$ cat src/rtl/core/epc_pkg.sv
// epc_pkg: shared types, constants and calendar helpers for epoch_to_calendar
// used by epc_cfg, epc_seq and epoch_to_calendar; depends on nothing
`timescale 1ns / 1ps

package epc_pkg;

  localparam int unsigned SECS_PER_DAY   = 86400;
  localparam int unsigned SECS_PER_HOUR  = 3600;
  localparam int unsigned SECS_PER_MIN   = 60;
  localparam int unsigned DAYS_PER_WEEK  = 7;
  localparam int unsigned EPOCH_WEEKDAY  = 4;
  localparam int unsigned BASE_YEAR_OFS  = 70;
  localparam int unsigned DAY_STEPS      = 17;
  localparam int unsigned HOUR_BITS      = 5;
  localparam int unsigned MIN_BITS       = 6;
  localparam int unsigned WDAY_STEPS     = 14;

  localparam logic [3:0] MONTH_JAN = 4'd0;
  localparam logic [3:0] MONTH_FEB = 4'd1;
  localparam logic [3:0] MONTH_DEC = 4'd11;

  localparam logic REG_ZONE = 1'b0;
  localparam logic REG_DST  = 1'b1;

  localparam int unsigned PADDR_W = 3;
  localparam int unsigned PDATA_W = 32;

  typedef enum logic [3:0] {
    ST_IDLE,
    ST_ADJ,
    ST_DAYS,
    ST_HOUR,
    ST_MIN,
    ST_WDAY,
    ST_YEAR,
    ST_MONTH,
    ST_DONE
  } seq_state_t;

  typedef struct packed {
    logic [7:0] year_since_1900;
    logic [3:0] month_index;
    logic [4:0] day_of_month;
    logic [4:0] hour_of_day;
    logic [5:0] minute_of_hour;
    logic [5:0] second_of_minute;
    logic [2:0] weekday;
    logic [8:0] day_of_year;
    logic [4:0] daylight_value;
    logic       clamped;
  } res_t;

  typedef struct packed {
    logic signed [16:0] zone_offset_seconds;
    logic        [4:0]  daylight_hours;
  } cfg_t;

  // years 1970..2106 as offsets from 1900; 2000 is leap, 2100 is not
  function automatic logic is_leap(input logic [7:0] yr);
    return (yr[1:0] == 2'b00) && (yr != 8'd200);
  endfunction

  function automatic logic [8:0] year_len(input logic [7:0] yr);
    return 9'd365 + {8'd0, is_leap(yr)};
  endfunction

  function automatic logic [4:0] month_len(input logic [3:0] mon, input logic lp);
    logic [4:0] len;
    case (mon)
      4'd0:    len = 5'd31;
      4'd1:    len = lp ? 5'd29 : 5'd28;
      4'd2:    len = 5'd31;
      4'd3:    len = 5'd30;
      4'd4:    len = 5'd31;
      4'd5:    len = 5'd30;
      4'd6:    len = 5'd31;
      4'd7:    len = 5'd31;
      4'd8:    len = 5'd30;
      4'd9:    len = 5'd31;
      4'd10:   len = 5'd30;
      4'd11:   len = 5'd31;
      default: len = 5'd31;
    endcase
    return len;
  endfunction

endpackage

$ cat src/rtl/core/epc_cfg.sv
// epc_cfg: apb register file holding zone offset and daylight hours
// depends on epc_pkg
`timescale 1ns / 1ps

module epc_cfg (
  input  logic                          clk,
  input  logic                          rst_n,
  input  logic                          psel,
  input  logic                          penable,
  input  logic                          pwrite,
  input  logic [epc_pkg::PADDR_W-1:0]   paddr,
  input  logic [epc_pkg::PDATA_W-1:0]   pwdata,
  output logic [epc_pkg::PDATA_W-1:0]   prdata,
  output logic                          pready,
  output epc_pkg::cfg_t                 cfg
);
  import epc_pkg::*;

  logic signed [16:0] zone_r, zone_nxt;
  logic        [4:0]  dst_r, dst_nxt;
  logic               wr_en;

  assign wr_en  = psel && penable && pwrite;
  assign pready = 1'b1;

  always_comb begin
    zone_nxt = zone_r;
    dst_nxt  = dst_r;
    if (wr_en) begin
      case (paddr[2])
        REG_ZONE: zone_nxt = pwdata[16:0];
        REG_DST:  dst_nxt  = pwdata[4:0];
        default:  ;
      endcase
    end
  end

  always_ff @(posedge clk) begin
    if (!rst_n) begin
      zone_r <= '0;
      dst_r  <= '0;
    end else begin
      zone_r <= zone_nxt;
      dst_r  <= dst_nxt;
    end
  end

  always_comb begin
    case (paddr[2])
      REG_ZONE: prdata = {{(PDATA_W-17){zone_r[16]}}, zone_r};
      REG_DST:  prdata = {{(PDATA_W-5){1'b0}}, dst_r};
      default:  prdata = '0;
    endcase
  end

  assign cfg.zone_offset_seconds = zone_r;
  assign cfg.daylight_hours      = dst_r;

endmodule

$ cat src/rtl/core/epc_sub.sv
// epc_sub: shared 18-bit compare and subtract unit
// depends on nothing
`timescale 1ns / 1ps

module epc_sub (
  input  logic [17:0] a,
  input  logic [17:0] b,
  output logic [17:0] diff,
  output logic        ge
);

  logic [18:0] full;

  assign full = {1'b0, a} - {1'b0, b};
  assign diff = full[17:0];
  assign ge   = !full[18];

endmodule

$ cat src/rtl/core/epc_seq.sv
// epc_seq: sequencer and working registers for the date conversion
// depends on epc_pkg and epc_sub
`timescale 1ns / 1ps

module epc_seq (
  input  logic           clk,
  input  logic           rst_n,
  input  logic           start,
  output logic           ready,
  input  logic [31:0]    epoch,
  input  epc_pkg::cfg_t  cfg,
  output logic           res_valid,
  input  logic           res_take,
  output epc_pkg::res_t  res
);
  import epc_pkg::*;

  seq_state_t state_r, state_nxt;
  logic [4:0]  cnt_r, cnt_nxt;
  logic [31:0] epoch_r, epoch_nxt;
  logic [16:0] num_r, num_nxt;
  logic [16:0] rem_r, rem_nxt;
  logic [15:0] quo_r, quo_nxt;
  logic [15:0] wk_r, wk_nxt;
  logic [4:0]  hour_r, hour_nxt;
  logic [5:0]  min_r, min_nxt;
  logic [7:0]  year_r, year_nxt;
  logic [3:0]  month_r, month_nxt;
  logic [8:0]  yday_r, yday_nxt;
  logic        clamp_r, clamp_nxt;

  logic [16:0] dst_secs;
  logic [34:0] adj;
  logic [32:0] t_adj;
  logic [17:0] sub_a, sub_b, sub_diff;
  logic        sub_ge;

  epc_sub u_sub (
    .a    (sub_a),
    .b    (sub_b),
    .diff (sub_diff),
    .ge   (sub_ge)
  );

  assign dst_secs = 17'(cfg.daylight_hours) * 17'(SECS_PER_HOUR);
  assign adj      = {3'b000, epoch_r}
                  - {{18{cfg.zone_offset_seconds[16]}}, cfg.zone_offset_seconds}
                  + {18'd0, dst_secs};
  assign t_adj    = adj[34] ? '0 : adj[32:0];

  always_comb begin
    state_nxt = state_r;
    cnt_nxt   = cnt_r;
    epoch_nxt = epoch_r;
    num_nxt   = num_r;
    rem_nxt   = rem_r;
    quo_nxt   = quo_r;
    wk_nxt    = wk_r;
    hour_nxt  = hour_r;
    min_nxt   = min_r;
    year_nxt  = year_r;
    month_nxt = month_r;
    yday_nxt  = yday_r;
    clamp_nxt = clamp_r;
    sub_a     = '0;
    sub_b     = '0;
    case (state_r)
      ST_IDLE: begin
        if (start) begin
          epoch_nxt = epoch;
          state_nxt = ST_ADJ;
        end
      end
      ST_ADJ: begin
        clamp_nxt = adj[34];
        rem_nxt   = {1'b0, t_adj[32:17]};
        num_nxt   = t_adj[16:0];
        cnt_nxt   = 5'(DAY_STEPS - 1);
        state_nxt = ST_DAYS;
      end
      ST_DAYS: begin
        sub_a   = {rem_r, num_r[16]};
        sub_b   = 18'(SECS_PER_DAY);
        rem_nxt = sub_ge ? sub_diff[16:0] : sub_a[16:0];
        quo_nxt = {quo_r[14:0], sub_ge};
        num_nxt = {num_r[15:0], 1'b0};
        if (cnt_r == '0) begin
          cnt_nxt   = 5'(HOUR_BITS - 1);
          state_nxt = ST_HOUR;
        end else begin
          cnt_nxt = cnt_r - 5'd1;
        end
      end
      ST_HOUR: begin
        sub_a    = {1'b0, rem_r};
        sub_b    = 18'(SECS_PER_HOUR) << cnt_r;
        rem_nxt  = sub_ge ? sub_diff[16:0] : rem_r;
        hour_nxt = {hour_r[3:0], sub_ge};
        if (cnt_r == '0) begin
          cnt_nxt   = 5'(MIN_BITS - 1);
          state_nxt = ST_MIN;
        end else begin
          cnt_nxt = cnt_r - 5'd1;
        end
      end
      ST_MIN: begin
        sub_a   = {1'b0, rem_r};
        sub_b   = 18'(SECS_PER_MIN) << cnt_r;
        rem_nxt = sub_ge ? sub_diff[16:0] : rem_r;
        min_nxt = {min_r[4:0], sub_ge};
        if (cnt_r == '0) begin
          wk_nxt    = quo_r + 16'(EPOCH_WEEKDAY);
          cnt_nxt   = 5'(WDAY_STEPS - 1);
          state_nxt = ST_WDAY;
        end else begin
          cnt_nxt = cnt_r - 5'd1;
        end
      end
      ST_WDAY: begin
        sub_a  = {2'b00, wk_r};
        sub_b  = 18'(DAYS_PER_WEEK) << cnt_r;
        wk_nxt = sub_ge ? sub_diff[15:0] : wk_r;
        if (cnt_r == '0) begin
          year_nxt  = 8'(BASE_YEAR_OFS);
          state_nxt = ST_YEAR;
        end else begin
          cnt_nxt = cnt_r - 5'd1;
        end
      end
      ST_YEAR: begin
        sub_a = {2'b00, quo_r};
        sub_b = {9'd0, year_len(year_r)};
        if (sub_ge) begin
          quo_nxt  = sub_diff[15:0];
          year_nxt = year_r + 8'd1;
        end else begin
          yday_nxt  = quo_r[8:0];
          month_nxt = MONTH_JAN;
          state_nxt = ST_MONTH;
        end
      end
      ST_MONTH: begin
        sub_a = {2'b00, quo_r};
        sub_b = {13'd0, month_len(month_r, is_leap(year_r))};
        if (!sub_ge || month_r == MONTH_DEC) begin
          state_nxt = ST_DONE;
        end else begin
          quo_nxt   = sub_diff[15:0];
          month_nxt = month_r + 4'd1;
        end
      end
      ST_DONE: begin
        if (res_take) begin
          state_nxt = ST_IDLE;
        end
      end
      default: state_nxt = ST_IDLE;
    endcase
  end

  always_ff @(posedge clk) begin
    if (!rst_n) begin
      state_r <= ST_IDLE;
    end else begin
      state_r <= state_nxt;
    end
  end

  always_ff @(posedge clk) begin
    cnt_r   <= cnt_nxt;
    epoch_r <= epoch_nxt;
    num_r   <= num_nxt;
    rem_r   <= rem_nxt;
    quo_r   <= quo_nxt;
    wk_r    <= wk_nxt;
    hour_r  <= hour_nxt;
    min_r   <= min_nxt;
    year_r  <= year_nxt;
    month_r <= month_nxt;
    yday_r  <= yday_nxt;
    clamp_r <= clamp_nxt;
  end

  assign ready     = (state_r == ST_IDLE);
  assign res_valid = (state_r == ST_DONE);

  assign res.year_since_1900  = year_r;
  assign res.month_index      = month_r;
  assign res.day_of_month     = quo_r[4:0] + 5'd1;
  assign res.hour_of_day      = hour_r;
  assign res.minute_of_hour   = min_r;
  assign res.second_of_minute = rem_r[5:0];
  assign res.weekday          = wk_r[2:0];
  assign res.day_of_year      = yday_r;
  assign res.daylight_value   = cfg.daylight_hours;
  assign res.clamped          = clamp_r;

endmodule

$ cat src/rtl/core/epoch_to_calendar.sv
// epoch_to_calendar: top level, unix seconds to civil date and time of day
// depends on epc_pkg, epc_cfg, epc_seq and epc_sub
`timescale 1ns / 1ps

// each transaction runs through sequencer steps that all share one 18-bit subtract unit:
// the zone and daylight adjust, 17 steps for days and seconds of day, 5 and 6 steps
// for hour and minute, 14 steps for the weekday, one step per year and one per month
// plus a closing step for each loop, then the hand-off of the result to the output
// register; the input stalls until the result moves to the output register, so a new
// transaction is taken while the previous result waits there; adjusted times below
// zero give 1970-01-01 00:00:00 with clamped set

module epoch_to_calendar (
  input  logic                          clk,
  input  logic                          rst_n,
  input  logic                          in_valid,
  output logic                          in_stall,
  input  logic [31:0]                   in_epoch_seconds,
  output logic                          out_valid,
  input  logic                          out_stall,
  output logic [7:0]                    out_year_since_1900,
  output logic [3:0]                    out_month_index,
  output logic [4:0]                    out_day_of_month,
  output logic [4:0]                    out_hour_of_day,
  output logic [5:0]                    out_minute_of_hour,
  output logic [5:0]                    out_second_of_minute,
  output logic [2:0]                    out_weekday,
  output logic [8:0]                    out_day_of_year,
  output logic [4:0]                    out_daylight_value,
  output logic                          out_clamped,
  input  logic                          cfg_psel,
  input  logic                          cfg_penable,
  input  logic                          cfg_pwrite,
  input  logic [epc_pkg::PADDR_W-1:0]   cfg_paddr,
  input  logic [epc_pkg::PDATA_W-1:0]   cfg_pwdata,
  output logic [epc_pkg::PDATA_W-1:0]   cfg_prdata,
  output logic                          cfg_pready
);
  import epc_pkg::*;

  cfg_t cfg;
  res_t seq_res;
  res_t out_res_r, out_res_nxt;
  logic out_valid_r, out_valid_nxt;
  logic seq_ready, seq_res_valid, res_take;

  epc_cfg u_cfg (
    .clk     (clk),
    .rst_n   (rst_n),
    .psel    (cfg_psel),
    .penable (cfg_penable),
    .pwrite  (cfg_pwrite),
    .paddr   (cfg_paddr),
    .pwdata  (cfg_pwdata),
    .prdata  (cfg_prdata),
    .pready  (cfg_pready),
    .cfg     (cfg)
  );

  epc_seq u_seq (
    .clk       (clk),
    .rst_n     (rst_n),
    .start     (in_valid && seq_ready),
    .ready     (seq_ready),
    .epoch     (in_epoch_seconds),
    .cfg       (cfg),
    .res_valid (seq_res_valid),
    .res_take  (res_take),
    .res       (seq_res)
  );

  assign in_stall = !seq_ready;
  assign res_take = !out_valid_r || !out_stall;

  always_comb begin
    out_valid_nxt = out_valid_r;
    out_res_nxt   = out_res_r;
    if (seq_res_valid && res_take) begin
      out_valid_nxt = 1'b1;
      out_res_nxt   = seq_res;
    end else if (!out_stall) begin
      out_valid_nxt = 1'b0;
    end
  end

  always_ff @(posedge clk) begin
    if (!rst_n) begin
      out_valid_r <= 1'b0;
    end else begin
      out_valid_r <= out_valid_nxt;
    end
  end

  always_ff @(posedge clk) begin
    out_res_r <= out_res_nxt;
  end

  assign out_valid            = out_valid_r;
  assign out_year_since_1900  = out_res_r.year_since_1900;
  assign out_month_index      = out_res_r.month_index;
  assign out_day_of_month     = out_res_r.day_of_month;
  assign out_hour_of_day      = out_res_r.hour_of_day;
  assign out_minute_of_hour   = out_res_r.minute_of_hour;
  assign out_second_of_minute = out_res_r.second_of_minute;
  assign out_weekday          = out_res_r.weekday;
  assign out_day_of_year      = out_res_r.day_of_year;
  assign out_daylight_value   = out_res_r.daylight_value;
  assign out_clamped          = out_res_r.clamped;

endmodule

$ cat config.mk
export PLATFORM = sky130hd
export DESIGN_NAME = epoch_to_calendar
export DESIGN_NICKNAME = d
export VERILOG_FILES = /design/src/rtl/core/epc_pkg.sv /design/src/rtl/core/epc_cfg.sv /design/src/rtl/core/epc_sub.sv /design/src/rtl/core/epc_seq.sv /design/src/rtl/core/epoch_to_calendar.sv
export SDC_FILE = /design/constraint.sdc
export NUM_CORES = 1
export LEC_CHECK = 0
export ABC_CLOCK_PERIOD_IN_PS = 6000
export BUFFER_PORTS_ARGS = -buffer_cell sky130_fd_sc_hd__clkbuf_2
export CAP_MARGIN = 20
export CORE_ASPECT_RATIO = 0.6
export CORE_MARGIN = 4
export CORE_UTILIZATION = 55
export CTS_CLUSTER_SIZE = 28
export DETAILED_ROUTE_END_ITERATION = 6
export MAX_ROUTING_LAYER = met4
export PLACE_DENSITY = 0.81
export SLEW_MARGIN = 20
export SYNTH_ARGS = -nofsm -noshare
export SYNTH_HDL_FRONTEND = slang
export SYNTH_SLANG_ARGS = --single-unit
$ cat constraint.sdc
create_clock -name clk -period 6 [get_ports clk]
set_input_delay 1.2 -clock clk [delete_from_list [all_inputs] [get_ports clk]]
set_output_delay 1.2 -clock clk [all_outputs]
set_load 0.03 [all_outputs]
# [After elaboration in Yosys (flattened, before gate mapping)]
# Cells that the tools add are included.
[word_totals] ff_bits=215 latch_bits=0 ram_bits=0 rom_bits=0 inputBits=74 output_inout_bits=87 wordCells=141 mem_count=0
[classes] n_addsub=9 mul=1 div=0 magnitude_cmp=0 n_eq_ne=29 n_shift=3 n_mux=37 bitwise_logic=1 n_reduce_logical=35
[ops] operator="$pmux W18 S6" count=1
[ops] operator="$pmux W18 S4" count=1
[ops] operator="$pmux W32 S2" count=1
[ops] operator="$pmux W17 S3" count=1
[ops] operator="$mux W16" count=3
[ops] operator="$pmux W16 S3" count=1
[ops] operator="$mux W4" count=10
[ops] operator="$pmux W4 S9" count=1
[ops] operator="$add A35 B17 Y35" count=1
[ops] operator="$mux W17" count=2
[ops] operator="$pmux W17 S2" count=1
[ops] operator="$sub A33 B17 Y34" count=1
[ops] operator="$mux W33" count=1
[ops] operator="$pmux W16 S2" count=1
[ops] operator="$pmux W5 S5" count=1
[ops] operator="$eq A4 B3 Y1 const B" count=5
[ops] operator="$mux W5" count=4
[ops] operator="$sub A18 B18 Y19" count=1
[ops] operator="$shl A12 B5 Y18 const A" count=1
[ops] operator="$shl A3 B5 Y18 const A" count=1
[ops] operator="$shl A6 B5 Y18 const A" count=1
[ops] operator="$add A16 B3 Y16 const B" count=1
[ops] operator="$eq A4 B4 Y1 const B" count=4
[ops] operator="$mux W8" count=2
[ops] operator="other kinds (30)" count=68

# [Longest topological paths before layout]
[logic_depth] depth_word=9 depth_mapped=24 ltp_nobuf=22

# [Modules after synthesis]
# Synthesis repeated with hierarchy kept, for this count alone.
[unflattened] hier_cells=1396 hier_area_um2=14018.4
[by_module_without_submodules] module="epc_seq" n_inst=1 cells_each=1059 area_each_um2=10233.6 seq_area_each_um2=4164.0
[by_module_without_submodules] module="epoch_to_calendar" n_inst=1 cells_each=59 area_each_um2=1612.8 seq_area_each_um2=1581.5
[by_module_without_submodules] module="epc_cfg" n_inst=1 cells_each=127 area_each_um2=1142.3 seq_area_each_um2=440.4
[by_module_without_submodules] module="epc_sub" n_inst=1 cells_each=151 area_each_um2=1029.7 seq_area_each_um2=0.0

# [Worst setup path before layout]
# OpenSTA, ideal clock, no wires.
[synth_path] path_kind="flip-flop to flip-flop" startpoint="register u_seq.state_r[1]" endpoint="register u_seq.rem_r[0], enable pin" setup_ns=0.415 arrival_time_ns=4.633 t_required_ns=5.585 slack_ns=0.952 stages_incl_launch_ff=17 n_path_buf=2 synth_period_minus_slack_ns=5.048 path_cell_list="dfxtp_1 clkbuf_1 nand2_1 nor3_1 clkbuf_1 a222oi_1 a21boi_0 ha_1 fa_1 nor2b_1 o21ai_1 a21oi_1 o31ai_1 a21oi_1 o41ai_1 o21a_2 o21ai_0"
[synth_via] elab_chain_cells=6 elab_cells_between_ends=15 classes_between="add/sub (1); eq/ne (8); mux (2); reduce/logical (4)"
[synth_rtl] element="from (decl)" line_no="epc_seq.sv:18" text="seq_state_t state_r, state_nxt;"
[synth_rtl] element="from (signal assigned)" line_no="epc_seq.sv:165" text="state_r <= state_nxt;"
[synth_rtl] element="$eq A4 B3 Y1 or $eq A4 B2 Y1 (tied branches)" line_no="epc_seq.sv:67" text="case (state_r)"
[synth_rtl] element="$reduce_or A2 Y1 (no source line)"
[synth_rtl] element="$pmux W18 S4" line_no="epc_seq.sv:67"
[synth_rtl] element="$sub A18 B18 Y19" line_no="epc_sub.sv:14" text="assign full = {1'b0, a} - {1'b0, b};"
[synth_rtl] element="$ne A2 B2 Y1 (no source line)"
[synth_rtl] element="$reduce_and A2 Y1 (no source line) *"
[synth_rtl] element="to (signal assigned)" line_no="epc_seq.sv:173" text="rem_r <= rem_nxt;"
[synth_rtl] element="to (decl)" line_no="epc_seq.sv:22" text="logic [16:0] rem_r, rem_nxt;"
# Mark *: on every way between the ends. The rest lies on a longest branch, timed or not.
# A chain may end at the register's enable or synchronous reset.

# [Worst setup path in the final report]
[layout_path] startpoint="register u_cfg.dst_r[4]" endpoint="register u_seq.rem_r[10] (data pin)"
[layout_via] elab_chain_cells=4
[layout_rtl] element="from (decl)" line_no="epc_cfg.sv:20" text="logic [4:0] dst_r, dst_nxt;"
[layout_rtl] element="from (signal assigned)" line_no="epc_cfg.sv:44" text="dst_r <= dst_nxt;"
[layout_rtl] element="$mul A5 B8 Y13" line_no="epc_seq.sv:45" text="assign dst_secs = 17'(cfg.daylight_hours) * 17'(SECS_PER_HOUR);"
[layout_rtl] element="$add A35 B17 Y35" line_no="epc_seq.sv:48" text="+ {18'd0, dst_secs};"
[layout_rtl] element="$mux W33" line_no="epc_seq.sv:49" text="assign t_adj = adj[34] ? '0 : adj[32:0];"
[layout_rtl] element="$pmux W17 S3" line_no="epc_seq.sv:67"
[layout_rtl] element="net u_seq.rem_nxt[10]" line_no="epc_seq.sv:22"
# The timed path passes the listed nets, and every way through them passes these cells.

==> results.md <==
- Status: finished clean
- Vias in the first global route: 10400
- CTS tree: done
- Worst-path clk slew: 70 ps
- Routability cong.: 0.942
- WS Path Type: reg -> reg
- Leading area contributor after synthesis: edfxtp_1
- Antenna cell count: 0
- Total grt overflow: 0
- Crit path required time: 6320 ps
- Period utilization: about nine tenths
- Root Buffer: clkbuf_16
- Register area: about 6200 um2
- Largest net degree at the start of global routing: 53
- Wire length per cell: ~20 um
- Synth Net Count: 1598
- Relative slew slack: approximately 38%
- IO Port Bufs: 142
- Power per cell area: 502 nW/um2
- Die width: between 200 and 250 um
- Final Hold Vio Count: 0
- YS warnings: 0
- Avg Inst Size Synth: 9.81 um2
- Final WS setup: roughly 520 ps
- Post-CTS setup buffers: 0
- Worst Hold Class: reg -> reg
- Total CTS buffers: 22
- CP arrival: 5800 ps
- LEAKAGE: 6.30 nW
- Synth top area share: 40.3%
- Final slew viol count: 0
- Final nets: 1715
- Routed Antenna Nets: 0
- Clock sinks: 215
- Num rows: 44
- I/O Pins: 161
- P_int: 4.51 mW
- Total GRT Usage: 25.6%
- Endpoints failing setup: 0
- Synth top cells by count: nand2_1 (205), edfxtp_1 (188), nor2_1 (99)
- TritonRoute pass-1 iters: 6
- Synth Flop Type: edfxtp_1
- Worst skew pair latency: about 530 ps
- Comb power frac: 51.4%
- Multi-input combinational cell area: 7160 um2
- Fmax: 183 MHz
- Async set or reset register ratio after synthesis: 0%
- Initial antenna violation count: 0
- Synth cell types: 93
- First-pass GRT wire length: 57500 um
- Core area: 24600 um2
- Post-Synthesis Cells: between 1000 and 1500
- FF+latch count, synth: 215
- Initial Utilization: 56.9%
- Cts repair resizes: 0
- Fill cells: 2016
- Seq/Total Area, Yosys: 44.2%
- Psw: 3.40 mW
- CP Capture Type: flop
- Crit-path max FO: 26
- Reg power frac: 29.4%
- Count leader, synth: nand2_1
- Post-Syn Area: about 14000 um2
- DR DRC count: 0
- Routed WL: 36600 um
- Area growth, synth to finish: 12.6%
- Post-DP HPWL: 27700 um
- Vias: around 12000
- Post-DR vias/cell: 6.14
- H-tree depth: 1
- # hold bufs at CTS: 0
- Startpoint types: flop
- Final TNS setup: 0 ps
- Worst Tran Pin Value: about 930 ps
- Die height: 132 um
- Net Sw Frac: 43.0%
- Die footprint: roughly 28000 um2
- Pre-CTS setup slack: ~650 ps
- Power, Total: 7.91 mW
- Clk_skew: around 14 ps
- DR iter-0 viols: 1574
- Peak supply drop: 0.358 mV
- Tmin final: 5480 ps
- Layout cells sized above 1: between 10% and 20%
- Clock network power share: 19.3%
- Buffer levels on the longest clock path: 3
- Number of synthesized flops with an enable pin: 188
- Synth area leaders: edfxtp_1 (40%), ha_1 (8.1%), nand2_1 (5.5%)
- Max_cap viols: 0
- RSZ-0062 raised after global routing: no
-- path summary, 6_finish.rpt --
kind	startpoint	end	slack [ps]	cells past startpoint
hold / removal	u_seq.yday_r[6]	out_day_of_year[6]	420	0
setup reg to reg	u_cfg.dst_r[4]	u_seq.rem_r[10]	520	19
hold reg to reg	u_seq.yday_r[6]	out_day_of_year[6]	420	0
setup / recovery	u_cfg.dst_r[4]	u_seq.rem_r[10]	520	19
-- layout by cell type, fill, tap and decap left out, types with 12 or more instances in the layout --
cell type / count
a21o_1: 21
a222oi_1: 15
xnor2_1: 52
o21ai_0: 94
inv_1: 67
nor2_1: 98
buf_4: 28
nor3_1: 24
edfxtp_1: 188
nand2_1: 205
nand3_1: 32
o31ai_2: 16
a21oi_1: 88
nand2b_1: 13
ha_1: 91
a21boi_0: 24
and3_1: 17
nor2b_1: 18
clkbuf_2: 142
clkbuf_16: 22
xor2_1: 40
o21a_1: 12
dfxtp_1: 27
-- stage by stage --
step           utilization [%]  std cells  area [um2]  hold WS, ps
3_3_place_gp              60.7       1842       14900          402
2_1_floorplan                -       1427       14000          400
4_1_cts                   64.0       1882       15800          420
6_report                  64.0       1882       15800          418
5_1_grt                   64.0       1882       15800          426
3_5_place_dp              60.8       1842       15000          405
-- final cells by class --
type / instances / area share, %
clock buffers: 24 / 3.67
clock inverters: 16 / 1.45
inverters: 69 / 1.64
multi-input cells: 1065 / 45.5
flip-flops and latches: 215 / 39.3
well taps: 322 / 2.56
repair buffers: 171 / 5.97
-- sequential cells by signal, indices dropped and copies added, names as in the netlist, 8 cells and up --
| name | cells |
|---|---|
| u_seq.epoch_r | 32 |
| u_cfg.zone_r | 17 |
| u_seq.num_r | 17 |
| u_seq.rem_r | 17 |
| u_seq.quo_r | 16 |
| u_seq.wk_r | 16 |
| out_day_of_year | 9 |
| u_seq.yday_r | 9 |
| out_year_since_1900 | 8 |
| u_seq.year_r | 8 |
-- worst max-delay path, stage by stage (launching register included) --
cell and delay [ps]:
dfxtp_1 560, fa_1 490, ha_1 320, ha_1 300
ha_1 340, a21oi_1 230, o21bai_1 90, a21oi_1 190
xnor2_1 130, ha_1 330, o21a_1 170, o211ai_1 150
a311oi_1 310, nor2_1 130, nor3_4 240, nand3b_4 130
nor4_4 350, nand4_2 170, and2_4 330, o31ai_1 330
-- logic make-up (layout without fill, tap and decap cells) --
group,Yosys count,after routing,synth area share [%]
AND/OR/NAND/NOR,464,464,15.5
buffers and inverters,147,280,4.74
other,1,1,0.0268
multiplexers,11,11,0.796
XOR/XNOR,92,92,5.76
AO/OA/AOI/OAI,400,400,20.0
adder cells (fa/ha/maj),97,97,9.00
flip-flops,215,215,44.2
-- power by group through the flow --
stage / logic [mW] / clock network (mW) / registers, mW
6_report: 4.06 / 1.52 / 2.33
5_1_grt: 4.42 / 1.60 / 2.35
4_1_cts: 3.98 / 1.55 / 2.32
3_5_place_dp: 3.95 / 0 / 2.35
3_3_place_gp: 3.88 / 0 / 2.34
2_1_floorplan: 2.89 / 0 / 2.23
-- layer usage --
| metal | global-route usage (%) | up-vias | share of wire [%] |
|---|---|---|---|
| li1 | - | 5472 | - |
| met1 | 41.0 | 5426 | 48 |
| met2 | 33.1 | 609 | 39 |
| met3 | 5.65 | 47 | 12 |
| met4 | 4.32 | 0 | 1.6 |
| met5 | - | - | 0 |
(Power assumes the default switching activity.)
